--- src/design/tbi_pkg.sv ---
// ----------------------------------------------------------------------------
// tbi_pkg: shared types and constants for the tiered backoff interval block
// Holds the configuration record, the item passed from the front end to the
// back end, opcode and register index codes, and the limit and default constants.
// ----------------------------------------------------------------------------
package tbi_pkg;

    localparam int unsigned POS_W      = 32;
    localparam int unsigned MS_W       = 24;
    localparam int unsigned RATIO_W    = 17;
    localparam int unsigned UNIT_W     = 16;
    localparam int unsigned FAIL_W     = 16;
    localparam int unsigned OP_W       = 2;
    localparam int unsigned CFG_IDX_W  = 3;
    localparam int unsigned CFG_DATA_W = 32;

    localparam int unsigned QDEPTH     = 2;
    localparam int unsigned QPTR_W     = (QDEPTH > 1) ? $clog2(QDEPTH) : 1;
    localparam int unsigned QCNT_W     = $clog2(QDEPTH + 1);

    localparam logic [FAIL_W-1:0]  FAIL_MAX          = 16'hFFFF;
    localparam logic [FAIL_W-1:0]  BACKOFF_AFTER_DEF = 16'd3;
    localparam logic [RATIO_W-1:0] RATIO_ONE         = 17'h10000;
    localparam logic [4:0]         SHIFT_LIMIT       = 5'd25;

    localparam logic [OP_W-1:0] OP_NONE    = 2'd0;
    localparam logic [OP_W-1:0] OP_SUCCESS = 2'd1;
    localparam logic [OP_W-1:0] OP_FAILURE = 2'd2;

    localparam logic [CFG_IDX_W-1:0] REG_NEAR_POS    = 3'd0;
    localparam logic [CFG_IDX_W-1:0] REG_FAR_POS     = 3'd1;
    localparam logic [CFG_IDX_W-1:0] REG_NEAR_MS     = 3'd2;
    localparam logic [CFG_IDX_W-1:0] REG_MIDDLE_MS   = 3'd3;
    localparam logic [CFG_IDX_W-1:0] REG_FAR_MS      = 3'd4;
    localparam logic [CFG_IDX_W-1:0] REG_FLOOR_MS    = 3'd5;
    localparam logic [CFG_IDX_W-1:0] REG_CAP_MS      = 3'd6;
    localparam logic [CFG_IDX_W-1:0] REG_JITTER_RAT  = 3'd7;

    typedef struct packed {
        logic [POS_W-1:0]   near_pos_limit;
        logic [POS_W-1:0]   far_pos_limit;
        logic [MS_W-1:0]    near_interval_ms;
        logic [MS_W-1:0]    middle_interval_ms;
        logic [MS_W-1:0]    far_interval_ms;
        logic [MS_W-1:0]    floor_interval_ms;
        logic [MS_W-1:0]    cap_interval_ms;
        logic [RATIO_W-1:0] jitter_ratio_q16;
    } t_cfg;

    typedef struct packed {
        logic [MS_W-1:0]   base_ms;
        logic [FAIL_W-1:0] failure_count;
        logic              backoff_active;
        logic [UNIT_W-1:0] jitter_unit_q16;
    } t_item;

endpackage

--- src/design/tbi_cfg_regs.sv ---
// ----------------------------------------------------------------------------
// tbi_cfg_regs: configuration register file
// Eight write-only registers, written through a plain enable/index/data port.
// ----------------------------------------------------------------------------
module tbi_cfg_regs (
    input  logic                              i_clk,
    input  logic                              i_rst_n,
    input  logic                              i_cfg_wr_en,
    input  logic [tbi_pkg::CFG_IDX_W-1:0]     i_cfg_index,
    input  logic [tbi_pkg::CFG_DATA_W-1:0]    i_cfg_wdata,
    output tbi_pkg::t_cfg                     o_cfg
);

    tbi_pkg::t_cfg r_cfg;
    tbi_pkg::t_cfg n_cfg;

    always_comb begin
        n_cfg = r_cfg;
        if (i_cfg_wr_en) begin
            unique case (i_cfg_index)
                tbi_pkg::REG_NEAR_POS:   n_cfg.near_pos_limit     = i_cfg_wdata;
                tbi_pkg::REG_FAR_POS:    n_cfg.far_pos_limit      = i_cfg_wdata;
                tbi_pkg::REG_NEAR_MS:    n_cfg.near_interval_ms   = i_cfg_wdata[23:0];
                tbi_pkg::REG_MIDDLE_MS:  n_cfg.middle_interval_ms = i_cfg_wdata[23:0];
                tbi_pkg::REG_FAR_MS:     n_cfg.far_interval_ms    = i_cfg_wdata[23:0];
                tbi_pkg::REG_FLOOR_MS:   n_cfg.floor_interval_ms  = i_cfg_wdata[23:0];
                tbi_pkg::REG_CAP_MS:     n_cfg.cap_interval_ms    = i_cfg_wdata[23:0];
                tbi_pkg::REG_JITTER_RAT: n_cfg.jitter_ratio_q16   = i_cfg_wdata[16:0];
                default: ;
            endcase
        end
    end

    always_ff @(posedge i_clk) begin
        if (!i_rst_n) begin
            r_cfg.near_pos_limit     <= 32'd10;
            r_cfg.far_pos_limit      <= 32'd1000;
            r_cfg.near_interval_ms   <= 24'd1000;
            r_cfg.middle_interval_ms <= 24'd5000;
            r_cfg.far_interval_ms    <= 24'd30000;
            r_cfg.floor_interval_ms  <= 24'd500;
            r_cfg.cap_interval_ms    <= 24'd60000;
            r_cfg.jitter_ratio_q16   <= 17'd0;
        end else begin
            r_cfg <= n_cfg;
        end
    end

    assign o_cfg = r_cfg;

endmodule

--- src/design/tbi_front.sv ---
// ----------------------------------------------------------------------------
// tbi_front: transaction intake, failure counting and tier selection
// Records the outcome, picks the tier base and queues the classified item.
// ----------------------------------------------------------------------------
module tbi_front #(
    parameter logic [15:0] BACKOFF_AFTER = tbi_pkg::BACKOFF_AFTER_DEF
) (
    input  logic                           i_clk,
    input  logic                           i_rst_n,
    input  tbi_pkg::t_cfg                  i_cfg,
    input  logic                           i_push,
    output logic                           o_full,
    input  logic [tbi_pkg::OP_W-1:0]       i_opcode,
    input  logic [tbi_pkg::POS_W-1:0]      i_queue_position,
    input  logic [tbi_pkg::UNIT_W-1:0]     i_jitter_unit_q16,
    output logic                           o_item_valid,
    output tbi_pkg::t_item                 o_item,
    input  logic                           i_item_take
);

    logic [tbi_pkg::FAIL_W-1:0]  r_fail;
    logic [tbi_pkg::FAIL_W-1:0]  n_fail;
    tbi_pkg::t_item              r_q [tbi_pkg::QDEPTH];
    logic [tbi_pkg::QPTR_W-1:0]  r_wr_ptr;
    logic [tbi_pkg::QPTR_W-1:0]  r_rd_ptr;
    logic [tbi_pkg::QCNT_W-1:0]  r_count;
    logic                        accept;
    logic                        take;
    tbi_pkg::t_item              new_item;
    logic [tbi_pkg::MS_W-1:0]    tier_ms;

    assign o_full       = (r_count == tbi_pkg::QCNT_W'(tbi_pkg::QDEPTH));
    assign accept       = i_push && !o_full;
    assign o_item_valid = (r_count != '0);
    assign take         = i_item_take && o_item_valid;

    always_comb begin
        unique case (i_opcode)
            tbi_pkg::OP_SUCCESS: n_fail = '0;
            tbi_pkg::OP_FAILURE: n_fail = (r_fail == tbi_pkg::FAIL_MAX) ? r_fail
                                                                        : r_fail + 1'b1;
            default:             n_fail = r_fail;
        endcase
    end

    always_comb begin
        if (i_queue_position > i_cfg.far_pos_limit) begin
            tier_ms = i_cfg.far_interval_ms;
        end else if (i_queue_position <= i_cfg.near_pos_limit) begin
            tier_ms = i_cfg.near_interval_ms;
        end else begin
            tier_ms = i_cfg.middle_interval_ms;
        end
    end

    always_comb begin
        new_item.base_ms         = tier_ms;
        new_item.failure_count   = n_fail;
        new_item.backoff_active  = (n_fail >= BACKOFF_AFTER);
        new_item.jitter_unit_q16 = i_jitter_unit_q16;
    end

    always_ff @(posedge i_clk) begin
        if (!i_rst_n) begin
            r_fail   <= '0;
            r_wr_ptr <= '0;
            r_rd_ptr <= '0;
            r_count  <= '0;
        end else begin
            if (accept) begin
                r_fail   <= n_fail;
                r_wr_ptr <= (r_wr_ptr == tbi_pkg::QPTR_W'(tbi_pkg::QDEPTH - 1)) ? '0
                                                                             : r_wr_ptr + 1'b1;
            end
            if (take) begin
                r_rd_ptr <= (r_rd_ptr == tbi_pkg::QPTR_W'(tbi_pkg::QDEPTH - 1)) ? '0
                                                                             : r_rd_ptr + 1'b1;
            end
            if (accept && !take) begin
                r_count <= r_count + 1'b1;
            end else if (take && !accept) begin
                r_count <= r_count - 1'b1;
            end
        end
    end

    always_ff @(posedge i_clk) begin
        if (accept) begin
            r_q[r_wr_ptr] <= new_item;
        end
    end

    assign o_item = r_q[r_rd_ptr];

endmodule

--- src/design/tbi_back.sv ---
// ----------------------------------------------------------------------------
// tbi_back: backoff, jitter scaling and clamp
// A small sequencer that doubles the base, scales it by the jitter factor
// through split multiplies, clamps it and holds the result for the receiver.
// ----------------------------------------------------------------------------
module tbi_back #(
    parameter logic [15:0] BACKOFF_AFTER = tbi_pkg::BACKOFF_AFTER_DEF
) (
    input  logic                           i_clk,
    input  logic                           i_rst_n,
    input  tbi_pkg::t_cfg                  i_cfg,
    input  logic                           i_item_valid,
    input  tbi_pkg::t_item                 i_item,
    output logic                           o_item_take,
    output logic                           o_empty,
    input  logic                           i_pop,
    output logic [tbi_pkg::MS_W-1:0]       o_interval_ms,
    output logic [tbi_pkg::FAIL_W-1:0]     o_failure_count,
    output logic                           o_backoff_active
);

    localparam logic [2:0] ST_IDLE    = 3'd0;
    localparam logic [2:0] ST_BACKOFF = 3'd1;
    localparam logic [2:0] ST_SCALE   = 3'd2;
    localparam logic [2:0] ST_MUL     = 3'd3;
    localparam logic [2:0] ST_SUM     = 3'd4;

    logic [2:0]                  r_state;
    logic [2:0]                  n_state;
    tbi_pkg::t_item              r_item;
    logic [tbi_pkg::MS_W-1:0]    r_base;
    logic [32:0]                 r_ru;
    logic [33:0]                 r_scale;
    logic [40:0]                 r_plo;
    logic [40:0]                 r_phi;
    logic                        r_out_valid;
    logic [tbi_pkg::MS_W-1:0]    r_out_ms;
    logic [tbi_pkg::FAIL_W-1:0]  r_out_fail;
    logic                        r_out_act;

    logic [16:0]                 shift_n;
    logic [47:0]                 shifted;
    logic [tbi_pkg::MS_W-1:0]    backoff_ms;
    logic [tbi_pkg::RATIO_W-1:0] ratio;
    logic [57:0]                 product;
    logic [25:0]                 jittered;
    logic [tbi_pkg::MS_W-1:0]    clamped;
    logic                        out_free;

    assign out_free    = !r_out_valid || i_pop;
    assign o_item_take = (r_state == ST_IDLE);

    always_comb begin
        shift_n = {1'b0, r_item.failure_count} - {1'b0, BACKOFF_AFTER} + 17'd1;
        shifted = {24'd0, r_item.base_ms} << shift_n[4:0];
        if (!r_item.backoff_active || r_item.base_ms >= i_cfg.cap_interval_ms
            || r_item.base_ms == '0) begin
            backoff_ms = r_item.base_ms;
        end else if (shift_n >= {12'd0, tbi_pkg::SHIFT_LIMIT}) begin
            backoff_ms = i_cfg.cap_interval_ms;
        end else if (shifted > {24'd0, i_cfg.cap_interval_ms}) begin
            backoff_ms = i_cfg.cap_interval_ms;
        end else begin
            backoff_ms = shifted[23:0];
        end
    end

    assign ratio = (i_cfg.jitter_ratio_q16 > tbi_pkg::RATIO_ONE) ? tbi_pkg::RATIO_ONE
                                                                 : i_cfg.jitter_ratio_q16;

    always_comb begin
        product  = {r_phi, 17'd0} + {17'd0, r_plo};
        jittered = product[57:32];
        if (jittered < {2'd0, i_cfg.floor_interval_ms}) begin
            clamped = i_cfg.floor_interval_ms;
        end else if (jittered > {2'd0, i_cfg.cap_interval_ms}) begin
            clamped = i_cfg.cap_interval_ms;
        end else begin
            clamped = jittered[23:0];
        end
    end

    always_comb begin
        n_state = r_state;
        unique case (r_state)
            ST_IDLE:    if (i_item_valid) n_state = ST_BACKOFF;
            ST_BACKOFF: n_state = ST_SCALE;
            ST_SCALE:   n_state = ST_MUL;
            ST_MUL:     n_state = ST_SUM;
            ST_SUM:     if (out_free) n_state = ST_IDLE;
            default:    n_state = ST_IDLE;
        endcase
    end

    always_ff @(posedge i_clk) begin
        if (!i_rst_n) begin
            r_state     <= ST_IDLE;
            r_out_valid <= 1'b0;
        end else begin
            r_state <= n_state;
            if (r_state == ST_SUM && out_free) begin
                r_out_valid <= 1'b1;
            end else if (i_pop) begin
                r_out_valid <= 1'b0;
            end
        end
    end

    always_ff @(posedge i_clk) begin
        if (r_state == ST_IDLE && i_item_valid) begin
            r_item <= i_item;
        end
        if (r_state == ST_BACKOFF) begin
            r_base <= backoff_ms;
            r_ru   <= ratio * r_item.jitter_unit_q16;
        end
        if (r_state == ST_SCALE) begin
            r_scale <= 34'h1_0000_0000 - {1'b0, ratio, 16'd0} + {r_ru, 1'b0};
        end
        if (r_state == ST_MUL) begin
            r_plo <= r_base * r_scale[16:0];
            r_phi <= r_base * r_scale[33:17];
        end
        if (r_state == ST_SUM && out_free) begin
            r_out_ms   <= clamped;
            r_out_fail <= r_item.failure_count;
            r_out_act  <= r_item.backoff_active;
        end
    end

    assign o_empty          = !r_out_valid;
    assign o_interval_ms    = r_out_ms;
    assign o_failure_count  = r_out_fail;
    assign o_backoff_active = r_out_act;

endmodule

--- src/design/tiered_backoff_interval_top.sv ---
// ----------------------------------------------------------------------------
// tiered_backoff_interval_top: poll interval generator with backoff and jitter
// Each transaction records a poll outcome and returns the next poll interval.
//
// Input channel: a transaction is taken when i_push is high and o_full is
// low. The outcome updates the failure count at once and the item waits in
// a two-entry queue for the back end.
// Result channel: while o_empty is low the oldest result is on the output
// ports; it is taken when i_pop is high.
// The back end works on one item at a time through capture, backoff, scale,
// split multiply, sum and clamp, and takes the next item only after the
// last result has been placed in the output register.
// Configuration writes go through i_cfg_wr_en, i_cfg_index and i_cfg_wdata
// and take effect at the next edge; the user must make them only while the
// block is idle, and the block itself does not enforce this. Reset empties
// both queues, clears the failure count and loads the register defaults.
// When the receiver stalls the result is held, the back end waits and the
// input queue fills until o_full rises.
// ----------------------------------------------------------------------------
module tiered_backoff_interval_top #(
    parameter logic [15:0] BACKOFF_AFTER = tbi_pkg::BACKOFF_AFTER_DEF
) (
    input  logic                           i_clk,
    input  logic                           i_rst_n,
    input  logic                           i_cfg_wr_en,
    input  logic [tbi_pkg::CFG_IDX_W-1:0]  i_cfg_index,
    input  logic [tbi_pkg::CFG_DATA_W-1:0] i_cfg_wdata,
    input  logic                           i_push,
    output logic                           o_full,
    input  logic [tbi_pkg::OP_W-1:0]       i_opcode,
    input  logic [tbi_pkg::POS_W-1:0]      i_queue_position,
    input  logic [tbi_pkg::UNIT_W-1:0]     i_jitter_unit_q16,
    output logic                           o_empty,
    input  logic                           i_pop,
    output logic [tbi_pkg::MS_W-1:0]       o_interval_ms,
    output logic [tbi_pkg::FAIL_W-1:0]     o_failure_count,
    output logic                           o_backoff_active
);

    tbi_pkg::t_cfg  cfg;
    tbi_pkg::t_item item;
    logic           item_valid;
    logic           item_take;

    tbi_cfg_regs u_cfg_regs (
        .i_clk       (i_clk),
        .i_rst_n     (i_rst_n),
        .i_cfg_wr_en (i_cfg_wr_en),
        .i_cfg_index (i_cfg_index),
        .i_cfg_wdata (i_cfg_wdata),
        .o_cfg       (cfg)
    );

    tbi_front #(
        .BACKOFF_AFTER (BACKOFF_AFTER)
    ) u_front (
        .i_clk             (i_clk),
        .i_rst_n           (i_rst_n),
        .i_cfg             (cfg),
        .i_push            (i_push),
        .o_full            (o_full),
        .i_opcode          (i_opcode),
        .i_queue_position  (i_queue_position),
        .i_jitter_unit_q16 (i_jitter_unit_q16),
        .o_item_valid      (item_valid),
        .o_item            (item),
        .i_item_take       (item_take)
    );

    tbi_back #(
        .BACKOFF_AFTER (BACKOFF_AFTER)
    ) u_back (
        .i_clk            (i_clk),
        .i_rst_n          (i_rst_n),
        .i_cfg            (cfg),
        .i_item_valid     (item_valid),
        .i_item           (item),
        .o_item_take      (item_take),
        .o_empty          (o_empty),
        .i_pop            (i_pop),
        .o_interval_ms    (o_interval_ms),
        .o_failure_count  (o_failure_count),
        .o_backoff_active (o_backoff_active)
    );

endmodule

--- config.mk ---
export PLATFORM = sky130hd
export DESIGN_NAME = tiered_backoff_interval_top
export DESIGN_NICKNAME = d
export VERILOG_FILES = /design/src/design/tbi_pkg.sv /design/src/design/tbi_cfg_regs.sv /design/src/design/tbi_front.sv /design/src/design/tbi_back.sv /design/src/design/tiered_backoff_interval_top.sv
export SDC_FILE = /design/constraint.sdc
export NUM_CORES = 2
export LEC_CHECK = 0
export ABC_AREA = 1
export BUFFER_PORTS_ARGS = -buffer_cell sky130_fd_sc_hd__buf_4
export CORE_MARGIN = 2
export CORE_UTILIZATION = 25
export CTS_CLUSTER_DIAMETER = 40
export DETAILED_ROUTE_END_ITERATION = 16
export PLACE_DENSITY = 0.48
export SYNTH_ARGS = -nofsm -noshare
export SYNTH_HDL_FRONTEND = slang
export SYNTH_SLANG_ARGS = --single-unit
--- constraint.sdc ---
create_clock -name i_clk -period 9.2 [get_ports i_clk]
set_clock_uncertainty 0.2 [all_clocks]
set_input_delay 0.46 -clock i_clk [delete_from_list [all_inputs] [get_ports i_clk]]
set_output_delay 0.46 -clock i_clk [all_outputs]
set_load 0.02 [all_outputs]
==> qor.csv <==
metric,value,unit
height of the die,518,um
status,"complete, no violations",
"Distinct cells, synth",57,
Final min period,8.05,ns
fin. max-slew vios,0,
final hold vios,0,
largest area contributor in the netlist,fa_1,
Mapped Area,66100,sq um
CTS tree,built,
post-synthesis to final-layout area growth,14.6,%
# Max-Cap Violations,0,
Reg2Reg Setup Slack,1.15,ns
Crit Path Category,reg -> reg,
CTS H-Tree Depth,3,
most frequent cell after synthesis,nand2_1,
CP required,9.50,ns
fmax,0.124,GHz
core area,263000,sq um
share of cells above drive strength 1,0.0609,
DR DRC count,0,
TritonRoute pass-1 iters,6,
relative slew slack,0.107,
clock sinks,592,
Synth top area share,0.255,
Final Cycle Share,0.875,
Overflow after GRT,0,
synth cell count leaders,"2051 x nand2_1, 1751 x inv_1, 842 x fa_1",
CTS buffer count,118,
"Seq/Total Area, Yosys",0.235,
Mapped Cells,8193,
worst-path fanout max,14,
total track usage,0.156,
Worst setup EP type,flip-flop,
dpl hpwl,163000,um
final wirelength,210000,um
Hold WC Path Type,in -> reg,
syn avg cell area,8.07,sq um
top post-synthesis cells by area,"fa_1 25%, edfxtp_1 17%, nand2_1 12%",
worst slew pin tran,1.34,ns
clock buffer depth,3,
CTS resizes,0,
TNS Setup,0,ns
first-pass GRT wire length,328000,um
Final ANT Viol Nets,0,
drt initial violations,3528,
Final Net Count,9786,
vias in the first global route,55425,
ys async rst share,0,
CP Launch Type,flip-flop,
Yosys Warn Count,0,
leading register cell type out of synthesis,edfxtp_1,
largest net degree at the start of global routing,109,
gpl congestion,0.885,
crit path DAT,8.35,ns
Post-synth EDFFs,367,
wire per inst,17.7,um
die area,269000,sq um
Finish-stage setup viols,0,
vias,53288,
Worst-Skew Late Latency,0.81,ns
antenna violations before repair,6,
number of buffers added on ports,132,
IO Pins,133,
#FFs+latches synth,592,
Root Buffer,clkbuf_16,
Initial Util,0.252,
unrepaired setup endpoints after global routing,false,
Avg Vias per Cell,4.48,
chip width,518,um
Post-Syn Nets,9711,
row count,188,
"CTS clk-pin slew, worst paths",0.05,ns
[layout make-up]
| type | count | area, sq um |
|---|---|---|
| multi-input combinational | 5504 | 42600 |
| fill | 28191 | 187000 |
| inverter | 1770 | 6650 |
| sequential | 592 | 15500 |
| timing repair buffer | 282 | 2270 |
| tap | 3515 | 4400 |
| antenna | 1 | 2.50 |
| clock buffer | 128 | 3120 |
| clock inverter | 97 | 1170 |
[layer usage]
layer | routed length, um | vias to the layer above | GRT usage
met1 | 97100 | 26327 | 0.214
met5 | 0 | - | 0
met4 | 4590 | 0 | 0.0377
met2 | 98600 | 1358 | 0.259
li1 | - | 25355 | -
met3 | 10100 | 248 | 0.0190
[final timing paths]
check | from | endpoint | cells past startpoint
worst max-delay path | u_cfg_regs.o_cfg[7] | u_back.r_ru[24] | 26
worst min-delay path | i_cfg_index[2] | u_cfg_regs.o_cfg[169] | 6
worst max register to register | u_cfg_regs.o_cfg[7] | u_back.r_ru[24] | 26
worst min register to register | u_cfg_regs.o_cfg[105] | u_cfg_regs.o_cfg[105] | 2
[kinds of logic (layout without fill, tap and decap cells)]
family,after synthesis,count (layout),synth area share
AND/OR/NAND/NOR,3032,3032,0.185
buffers and inverters,2097,2277,0.121
adder cells (fa/ha/maj),1428,1428,0.366
AO/OA/AOI/OAI,906,906,0.0747
flip-flops,592,592,0.235
XOR/XNOR,138,138,0.0183
other,0,1,0
[flip-flops by register name, summed over array words and instances (netlist names), 24 cells and up]
register              flops
u_back.o_interval_ms     24
u_back.r_base            24
u_back.r_item            57
u_back.r_phi             41
u_back.r_plo             24
u_back.r_ru              33
u_back.r_scale           33
u_cfg_regs.o_cfg        201
u_front.r_q             114
[what timing repair did]
item                      CTS  global route
buffers inserted            0             0
hold endpoints to repair  230             0
hold buffers               57             0
[worst max-delay path, stage by stage, from the launching register on]
cell      delay (ns)
dfxtp_1         0.30
inv_1           0.09
nand4_1         0.10
nor2_1          0.25
nand4_1         0.13
and2_0          0.51
nor2_2          0.51
clkinv_1        0.55
nor2_1          0.29
fa_1            0.49
fa_1            0.57
ha_1            0.14
inv_1           0.04
fa_1            0.47
inv_1           0.05
fa_1            0.56
fa_1            0.42
ha_1            0.36
a21oi_1         0.16
nand2_1         0.07
a21oi_1         0.20
inv_1           0.13
a21oi_1         0.26
o21ai_0         0.20
a21boi_0        0.40
o21ai_0         0.17
xor2_1          0.17
[per-stage QoR]
stage	area (sq um)	util	instances	hold slack, ns	worst slack, ns
after floorplan	66100	-	8193	0.227	2.66
after global placement	70900	0.270	11606	0.238	1.24
after detailed placement	70900	0.270	11606	0.243	1.11
after CTS	75800	0.288	11888	0.0114	1.13
after global routing	75800	0.288	11889	0.120	0.612
final	75800	0.288	11889	0.0805	1.15
[layout by cell type, fill, tap and decap left out, types with 19 or more instances in the layout]
cell              n
edfxtp_1        367
fa_1            842
clkbuf_16       123
xnor2_1          54
nand2_1        2051
buf_4           224
o21a_1           20
nor3_1           50
a31oi_1          20
a21oi_1         440
o211ai_1         42
dfxtp_1         224
inv_1          1750
dlygate4sd3_1    57
o21ai_0         304
nand4_1          47
clkinv_4         19
nand3_1         335
ha_1            586
xor2_1           84
nor2_1          472
Power is left out: the tool's default activity adds up to more than one toggle a clock period on the data nets, which glitch-free logic cannot reach.
